### src/rtl/core/bpbs_pkg.sv
// Shared types and constants for the binary to packed BCD converter.
// No dependencies; imported by the converter core and its BCD stage.
package bpbs_pkg;

   typedef enum logic [1:0] {
      OP_PER_BYTE = 2'd0,
      OP_WORD     = 2'd1,
      OP_METER    = 2'd2
   } op_type;

   localparam int VALUE_W   = 64;
   localparam int BCD_W     = 64;
   localparam int DIGITS    = BCD_W / 4;
   localparam int MAG_W     = 54;
   localparam int STEP_BITS = 6;
   localparam int DAB_STAGES = (MAG_W + STEP_BITS - 1) / STEP_BITS;

   localparam int ST_IN   = 0;
   localparam int ST_DEC  = 1;
   localparam int ST_RNG  = 2;
   localparam int NSTG    = ST_RNG + 1 + DAB_STAGES;

   localparam logic [31:0] LIM_BYTE   = 32'd99;
   localparam logic [31:0] LIM_WORD   = 32'd9999;
   localparam logic [31:0] LIM_DWORD  = 32'd99999999;
   localparam logic [63:0] SPLIT_BASE = 64'd100000000;
   localparam logic [63:0] MAG_LIMIT  = 64'(SPLIT_BASE * SPLIT_BASE);
   localparam logic [7:0]  SIGN_MARK  = 8'h80;

   typedef struct packed {
      logic [1:0]         op;
      logic [3:0]         n;
      logic               neg;
      logic               ok;
      logic [VALUE_W-1:0] mag;
      logic [BCD_W-1:0]   bcd;
      logic [BCD_W-1:0]   pb;
   } beat_type;

endpackage

### src/rtl/core/bpbs_dabble.sv
// Shift-and-add-3 block: folds STEP_BITS binary bits, MSB first, into a BCD accumulator.
// Depends on bpbs_pkg.
module bpbs_dabble (
   input  logic [bpbs_pkg::BCD_W-1:0]     bcd_in,
   input  logic [bpbs_pkg::STEP_BITS-1:0] bits_in,
   output logic [bpbs_pkg::BCD_W-1:0]     bcd_out
);
   import bpbs_pkg::*;

   always_comb begin
      logic [BCD_W-1:0] acc;
      int s;
      int d;
      acc = bcd_in;
      for (s = STEP_BITS - 1; s >= 0; s--) begin
         for (d = 0; d < DIGITS; d++) begin
            if (acc[4*d +: 4] >= 4'd5) begin
               acc[4*d +: 4] = acc[4*d +: 4] + 4'd3;
            end
         end
         acc = {acc[BCD_W-2:0], bits_in[s]};
      end
      bcd_out = acc;
   end

endmodule

### src/rtl/core/binary_to_packed_bcd_signed.sv
// Binary to packed BCD converter, per-byte, word and signed meter modes.
// Pipeline: input register, decode, range check, nine 6-bit shift-and-add-3 stages,
// output register. Throughput: one beat per cycle while rsp_tready is high.
// Each stage holds one beat and stalls only when full.
// Reset: synchronous, active high; clears all stage valids, no clearing pass.
// Depends on bpbs_pkg and bpbs_dabble.
module binary_to_packed_bcd_signed (
   input  logic        clock,
   input  logic        reset,
   input  logic        req_tvalid,
   output logic        req_tready,
   input  logic [71:0] req_tdata,  // [3:0] byte_count, [67:4] value_in, [71:68] zero
   input  logic [1:0]  req_tuser,  // [1:0] opcode
   output logic        rsp_tvalid,
   input  logic        rsp_tready,
   output logic [63:0] rsp_tdata,  // [63:0] bcd_out
   output logic [0:0]  rsp_tuser   // [0] ok
);
   import bpbs_pkg::*;

   beat_type              stage_ff [NSTG];
   beat_type              stage_in [NSTG];
   logic [NSTG-1:0]       valid_ff;
   logic [NSTG:0]         rdy;
   logic [BCD_W-1:0]      dab_out [DAB_STAGES];
   logic                  out_valid_ff;
   logic [BCD_W-1:0]      out_data_ff;
   logic [BCD_W-1:0]      out_data_in;
   logic                  out_ok_ff;

   function automatic logic [63:0] byte_mask(input logic [3:0] cnt);
      logic [63:0] m;
      int i;
      m = '0;
      for (i = 0; i < 8; i++) begin
         if (cnt > 4'(i)) begin
            m[8*i +: 8] = 8'hFF;
         end
      end
      return m;
   endfunction

   always_comb begin
      int k;
      rdy[NSTG] = !out_valid_ff || rsp_tready;
      for (k = NSTG - 1; k >= 0; k--) begin
         rdy[k] = !valid_ff[k] || rdy[k+1];
      end
   end

   assign req_tready = rdy[ST_IN];

   // input register
   always_comb begin
      stage_in[ST_IN]     = '0;
      stage_in[ST_IN].op  = req_tuser;
      stage_in[ST_IN].n   = req_tdata[3:0];
      stage_in[ST_IN].mag = req_tdata[67:4];
   end

   // decode, per-byte conversion, word masking and limit check, meter sign and magnitude
   always_comb begin
      beat_type         src;
      logic [7:0]       b;
      logic [15:0]      prod;
      logic [3:0]       tens;
      logic [7:0]       ones;
      logic             bad_byte;
      logic [31:0]      w;
      logic [31:0]      lim;
      logic             len_ok;
      logic [63:0]      sval;
      int i;
      src      = stage_ff[ST_IN];
      bad_byte = 1'b0;
      w        = '0;
      lim      = '0;
      len_ok   = 1'b0;
      sval     = '0;
      stage_in[ST_DEC]     = '0;
      stage_in[ST_DEC].op  = src.op;
      stage_in[ST_DEC].n   = src.n;
      for (i = 0; i < 8; i++) begin
         b    = src.mag[8*i +: 8];
         prod = 16'(b) * 16'd205;
         tens = prod[14:11];
         ones = b - ({1'b0, tens, 3'b000} + {3'b000, tens, 1'b0});
         if (src.n > 4'(i)) begin
            stage_in[ST_DEC].pb[8*i +: 8] = {tens, ones[3:0]};
            if (b > 8'd99) begin
               bad_byte = 1'b1;
            end
         end
      end
      case (src.op)
         OP_PER_BYTE: begin
            stage_in[ST_DEC].ok = (src.n <= 4'd8) && !bad_byte;
         end
         OP_WORD: begin
            case (src.n)
               4'd1: begin
                  lim    = LIM_BYTE;
                  len_ok = 1'b1;
               end
               4'd2: begin
                  lim    = LIM_WORD;
                  len_ok = 1'b1;
               end
               4'd4: begin
                  lim    = LIM_DWORD;
                  len_ok = 1'b1;
               end
               default: begin
                  lim    = '0;
                  len_ok = 1'b0;
               end
            endcase
            w = 32'(src.mag & byte_mask(src.n));
            stage_in[ST_DEC].ok  = len_ok && (w <= lim);
            stage_in[ST_DEC].mag = {32'd0, w};
         end
         OP_METER: begin
            // short form sign-extends the low word; the most negative values
            // fall out in the range check
            if (src.n <= 4'd4) begin
               sval = {{32{src.mag[31]}}, src.mag[31:0]};
            end else begin
               sval = src.mag;
            end
            stage_in[ST_DEC].neg = sval[63];
            stage_in[ST_DEC].mag = sval[63] ? (64'd0 - sval) : sval;
            stage_in[ST_DEC].ok  = (src.n != 4'd0) && (src.n <= 4'd8);
         end
         default: begin
            stage_in[ST_DEC].ok = 1'b0;
         end
      endcase
   end

   // meter magnitude range check, clear BCD accumulator
   always_comb begin
      stage_in[ST_RNG]     = stage_ff[ST_DEC];
      stage_in[ST_RNG].bcd = '0;
      if (stage_ff[ST_DEC].op == OP_METER) begin
         if (stage_ff[ST_DEC].n <= 4'd4) begin
            if (stage_ff[ST_DEC].mag > {32'd0, LIM_DWORD}) begin
               stage_in[ST_RNG].ok = 1'b0;
            end
         end else begin
            if (stage_ff[ST_DEC].mag >= MAG_LIMIT) begin
               stage_in[ST_RNG].ok = 1'b0;
            end
         end
      end
   end

   for (genvar j = 0; j < DAB_STAGES; j++) begin : g_dab
      bpbs_dabble u_dabble (
         .bcd_in  (stage_ff[ST_RNG+j].bcd),
         .bits_in (stage_ff[ST_RNG+j].mag[MAG_W-1 -: STEP_BITS]),
         .bcd_out (dab_out[j])
      );

      always_comb begin
         stage_in[ST_RNG+1+j]     = stage_ff[ST_RNG+j];
         stage_in[ST_RNG+1+j].bcd = dab_out[j];
         stage_in[ST_RNG+1+j].mag = {stage_ff[ST_RNG+j].mag[VALUE_W-1-STEP_BITS:0],
                                     {STEP_BITS{1'b0}}};
      end
   end

   // result assembly
   always_comb begin
      beat_type    fin;
      logic [6:0]  sign_pos;
      fin      = stage_ff[NSTG-1];
      sign_pos = {fin.n - 4'd1, 3'b000};
      if (fin.op == OP_PER_BYTE) begin
         out_data_in = fin.pb;
      end else begin
         out_data_in = fin.bcd & byte_mask(fin.n);
      end
      if (fin.neg) begin
         out_data_in = out_data_in | (64'(SIGN_MARK) << sign_pos);
      end
      if (!fin.ok) begin
         out_data_in = '0;
      end
   end

   always_ff @(posedge clock) begin
      if (reset) begin
         valid_ff     <= '0;
         out_valid_ff <= 1'b0;
      end else begin
         for (int k = 0; k < NSTG; k++) begin
            if (rdy[k]) begin
               valid_ff[k] <= (k == ST_IN) ? req_tvalid : valid_ff[(k == 0) ? 0 : k-1];
            end
         end
         if (rdy[NSTG]) begin
            out_valid_ff <= valid_ff[NSTG-1];
         end
      end
   end

   always_ff @(posedge clock) begin
      for (int k = 0; k < NSTG; k++) begin
         if (rdy[k]) begin
            stage_ff[k] <= stage_in[k];
         end
      end
      if (rdy[NSTG]) begin
         out_data_ff <= out_data_in;
         out_ok_ff   <= stage_ff[NSTG-1].ok;
      end
   end

   assign rsp_tvalid   = out_valid_ff;
   assign rsp_tdata    = out_data_ff;
   assign rsp_tuser[0] = out_ok_ff;

endmodule

### config.mk
export PLATFORM = sky130hd
export DESIGN_NAME = binary_to_packed_bcd_signed
export DESIGN_NICKNAME = d
export VERILOG_FILES = /design/src/rtl/core/bpbs_pkg.sv /design/src/rtl/core/bpbs_dabble.sv /design/src/rtl/core/binary_to_packed_bcd_signed.sv
export SDC_FILE = /design/constraint.sdc
export NUM_CORES = 2
export LEC_CHECK = 0
export BUFFER_PORTS_ARGS = -buffer_cell sky130_fd_sc_hd__buf_2
export CORE_ASPECT_RATIO = 1.75
export CORE_MARGIN = 3
export CORE_UTILIZATION = 53
export DETAILED_ROUTE_END_ITERATION = 7
export GPL_ROUTABILITY_DRIVEN = 0
export GPL_TIMING_DRIVEN = 0
export HOLD_SLACK_MARGIN = 0.05
export PLACE_DENSITY = 0.73
export SYNTH_ARGS = -nofsm -noshare
export SYNTH_HDL_FRONTEND = slang
export SYNTH_SLANG_ARGS = --single-unit
### constraint.sdc
create_clock -name clock -period 75.7 [get_ports clock]
set_input_delay 22.71 -clock clock [delete_from_list [all_inputs] [get_ports clock]]
set_output_delay 22.71 -clock clock [all_outputs]
set_load 0.01 [all_outputs]
; ---- After elaboration in Yosys (flattened, before gate mapping)
; Memories as Yosys holds them, arrays and structs flattened.
; Index checks and enable logic that the tools add are counted.
; W data, S select, Z words.
[classes]
addsub = 882
multipliers = 8
n_lt_le_gt_ge = 894
n_eq_ne = 6
n_shift = 1
mux = 952
bitwise_logic = 3
n_reduce_logical = 34
[op_table]
columns = cell, count
row1 = $ge A4 B3 Y1 const B, 864
row2 = $add A4 B2 Y4 const B, 810
row3 = $mux W4, 810
row4 = $mux W64, 5
row5 = $mux W8, 32
row6 = $add A3 B2 Y3 const B, 54
row7 = $mux W3, 54
row8 = $pmux W64 S2, 1
row9 = $mul A8 B8 Y15 const B, 8
row10 = $pmux W27 S3, 1
row11 = $and A64 B64 Y64, 1
row12 = $ge A64 B54 Y1 const B, 1
row13 = $gt A64 B27 Y1 const B, 1
row14 = $gt A8 B7 Y1 const B, 8
row15 = $or A64 B64 Y64, 1
row16 = $shl A8 B7 Y64 const A, 1
row17 = $sub A1 B64 Y64 const A, 1
row18 = $mux W1, 47
row19 = $add A4 B4 Y4, 8
row20 = $and A32 B32 Y32, 1
row21 = $gt A4 B3 Y1 const B, 8
row22 = $le A32 B32 Y1, 1
row23 = $mux W32, 1
row24 = $sub A4 B4 Y4, 8
row25 = other kinds (17), 53
[word_totals]
regBits = 78
ram_bits = 2400
in_bits = 78
out_inout_bits = 67
wordCells = 2796
mem_count = 1
[memory_table]
columns = name, words, word_bits, rd, rd_ports_with_merged_regs, wr, line_no
row1 = stage_ff, 12, 200, 12, 0, 12, binary_to_packed_bcd_signed.sv:21  ; beat_type stage_ff [NSTG];

; ---- Depth between registers and ports, before layout
; An unclocked memory read counts as a cell.
[depth]
depth_word = 21
depth_mapped = 29
mapped_depth_nobuf = 28

; ---- Hierarchy
; From an unflattened synthesis, not the netlist that was laid out.
[hier_totals]
cells_unflattened = 19016
hier_area_um2 = 174755.1
[modules_own_cells]
columns = module, n_inst, cells_per_inst, area_each_um2, seq_area_each_um2
row1 = bpbs_dabble, 9, 1687, 11612.4, 0.0
row2 = binary_to_packed_bcd_signed, 1, 3833, 70243.6, 55423.2

; ---- Worst setup path after synthesis
; Ideal clock, no wire load.
[synth_timing]
path_kind = input to output
startpoint = input port rsp_tready
endpoint = output port req_tready
arrival_ns = 34.842
required_time_ns = 52.990
setup_slack_ns = 18.148
cell_stages = 8
n_path_buf = 0
cell_sequence = nor2b_1 > inv_1 > nor2_1 > nand3_1 > nor2_1 > nand3_1 > nor2_1 > nand3_1
[synth_between]
elab_chain_cells = 13
[synth_rtl]
columns = element, line_no
row1 = "start, declared", binary_to_packed_bcd_signed.sv:15  ; input logic rsp_tready,
row2 = $logic_or A1 B1 Y1, binary_to_packed_bcd_signed.sv:45  ; rdy[NSTG] = !out_valid_ff || rsp_tready;
row3 = net rdy[12], binary_to_packed_bcd_signed.sv:24  ; logic [NSTG:0] rdy;
row4 = $logic_or A1 B1 Y1 (6 in a row), binary_to_packed_bcd_signed.sv:47  ; rdy[k] = !valid_ff[k] || rdy[k+1];
row5 = net rdy[6], binary_to_packed_bcd_signed.sv:24
row6 = $logic_or A1 B1 Y1 (3 in a row), binary_to_packed_bcd_signed.sv:47
row7 = net rdy[3], binary_to_packed_bcd_signed.sv:24
row8 = $logic_or A1 B1 Y1 (3 in a row), binary_to_packed_bcd_signed.sv:47
row9 = "end, declared", binary_to_packed_bcd_signed.sv:11  ; output logic req_tready,
; The timed path passes the listed nets, and every way through them passes these cells.

; ---- Worst setup path in the final report
; Same ends and word-level chain as after synthesis.

==> out/qor.yml <==
drive_gt1_share_pct: 8.18
hold_path_startpoint: "stage_ff[2][398]$_DFFE_PP_"
grt.overflow.total: 0
critPathLaunch: "rsp_tready"
synth-seq-cells: 1618
cts_hold_buf: 0
drtPass1Iterations: 8
status: "finished, violations left"
clockBufferDepth: 4
fill_cells: 18000
nets: 13000
clk_pin_slew_ps: 60
final_core_util_pct: 57.9
antenna_found_initial: 1
rows: 226
area_delta_synth_final_pct: 8.34
cts_max_level: 4
place_area_mm2: 0.121
yosys_warnings: 0
hp-class: "reg -> reg"
max-cap-violations: 0
cp_max_fo: 66
fmax_mhz: 20.1
layout_min_cycle_time_ps: 49640
tightest_slew_ps: 1320
ant_nets: 0
initial_core_util_pct: 53.4
grt_pass1_vias: 89300
async_flop_share_pct: 0
setup_violations: 0
synth_area_per_cell_um2: 9.90
post_drt_wl_per_cell_um: 17.1
rsz0062_at_grt: "no"
core_mm2: 0.217
fin_tns_setup_ps: 0
synth_ff_type: "edfxtp_1"
grt_use_total_pct: 22.1
finalHoldViolCount: 0
crit_type: "in -> out"
synth_area_mm2: 0.116
worstSkewPairLatency_ps: 850
io_pins: 145
cts_setup_buffers: 0
hold_path_end: "stage_ff[2][598]$_DFFE_PP_"
wirelength_mm: 257
port_buffers: 140
required_ps: 52990
hold_path_depth: 0
cts_resized: 0
postSynthCellCount: 11700
clock_sinks: 1618
drc: 2
relSlewSlack_pct: 10.8
via_per_inst: 6.05
cp.arrival_ps: 26930
worstRegToRegCells: 25
root_buffer: "clkbuf_16"
drv_slew: 0
routed-via-count: 90700
r2r_start: "stage_ff[0][782]$_DFFE_PP_"
startpoint_type: "input pin"
grt_max_degree: 99
skew_ps: 79.6
die_w_um: 360
syn-num-nets: 12700
end_kind: "output pin"
hpwl_mm: 196
grt_pass1_wl_mm: 422
cts_buffers: 156
final_area_mm2: 0.126
r2r_slack_ps: 69530
drt-initial-drc-count: 5986
violations: "DRC"
r2r_end: "stage_ff[1][69]$_DFFE_PP_"
yosysSeqAreaShare_pct: 41.8
cts_tree: "built"
dieArea_mm2: 0.225
synth_edf_count: 1605
die_y_um: 625
synth_cell_type_count: 148
fin_crit_sh_pct: 65.6
[cell usage in the layout, fill, tap and decap left out, types with 135 or more instances in the layout]
cell type / n
edfxtp_1: 1605
nor2_1: 924
nand2_1: 920
inv_1: 912
ha_1: 827
o21ai_0: 669
a21oi_1: 659
xnor2_1: 262
mux2i_1: 260
clkbuf_1: 230
nor2b_1: 221
nand2b_1: 221
nand3_1: 212
a211oi_1: 211
o21ai_1: 206
nor3_1: 199
o21a_1: 192
buf_2: 179
o211ai_1: 160
clkbuf_16: 159
a21o_1: 150
a31oi_1: 149
and2_1: 135
[kinds of logic (layout without fill, tap and decap cells)]
group / after synthesis / after routing / share of synthesized area (%)
DFF: 1618 / 1618 / 41.8
muxes: 425 / 425 / 3.91
buffers and inverters: 1191 / 1622 / 3.92
and+or+nand+nor: 3427 / 3427 / 14.3
adders and majority gates: 931 / 931 / 10.6
AOI/OAI and AO/OA: 3698 / 3698 / 22.0
xor gates and xnor gates: 425 / 425 / 3.52
other: 0 / 2 / 0
[critical path, stage by stage]
cell and delay [ps]:
buf_2 100, nor2b_1 370, inv_2 430, nor2_1 720
nand3_4 330, nor2_1 640, nand3_4 160, buf_16 230
nor2_1 520, nand3_4 250, buf_16 250, buf_2 180
[Yosys cell counts, drive strengths merged, types with 54 or more instances]
cell	n	area, µm²
a211o	89	781
a211oi	233	1860
a21boi	90	691
a21o	150	1130
a21oi	674	3430
a22oi	98	756
a31oi	162	1100
and2	135	845
and3	77	482
buf	54	274
clkbuf	203	764
edfxtp	1605	48200
fa	88	1760
ha	827	10300
inv	932	3500
mux2	144	1630
mux2i	281	2910
nand2	927	3480
nand2b	221	1380
nand3	216	1090
nor2	925	3470
nor2b	221	1380
nor3	207	1080
o211ai	172	1350
o21a	193	1450
o21ai	883	4460
o21bai	110	841
o22ai	108	701
o31ai	73	587
or2	160	1000
or3	125	797
xnor2	297	2900
xor2	126	1140
[area by class of cell]
type	count	area (µm²)	share of cell area (%)
tap	2850	3570	2.84
timing repair buffer	158	1190	0.946
buffer	257	1040	0.826
inverter	934	3530	2.81
clock inverter	85	737	0.586
clock buffer	188	4090	3.25
sequential	1618	48500	38.5
antenna	2	5.00	0.00398
multi-input combinational	8906	63100	50.2
[worst max-delay path by stage]
stage,depth (start not counted),slack (ps),end
2_1_floorplan,8,18150,req_tready
3_3_place_gp,10,12200,req_tready
3_5_place_dp,12,25910,req_tready
4_1_cts,12,25960,req_tready
5_1_grt,12,25680,req_tready
6_report,12,26060,req_tready
[state kept, by name, indices dropped and copies added (netlist names)]
name	cells
rsp_tdata	64
valid_ff	12
stage_ff	1540
rsp_tuser	1
rsp_tvalid	1
[stage by stage]
step | worst slack [ps] | hold WS [ps] | instances
2_1_floorplan | 18150 | 400 | 11700
3_3_place_gp | 12200 | 402 | 14700
3_5_place_dp | 25910 | 405 | 14700
4_1_cts | 25960 | 380 | 15000
5_1_grt | 25680 | 382 | 15000
6_report | 26060 | 377 | 15000
[per-layer routing]
metal | vias up | share of wire (%) | GRT usage, %
met4 | 0 | 6.5 | 13.2
met1 | 43100 | 36 | 22.4
met3 | 809 | 3.7 | 2.37
met5 | - | 0 | 0
li1 | 44500 | - | -
met2 | 2337 | 53 | 43.2
Power is left out: the tool's default activity adds up to more than one toggle a clock period on the data nets, which glitch-free logic cannot reach.
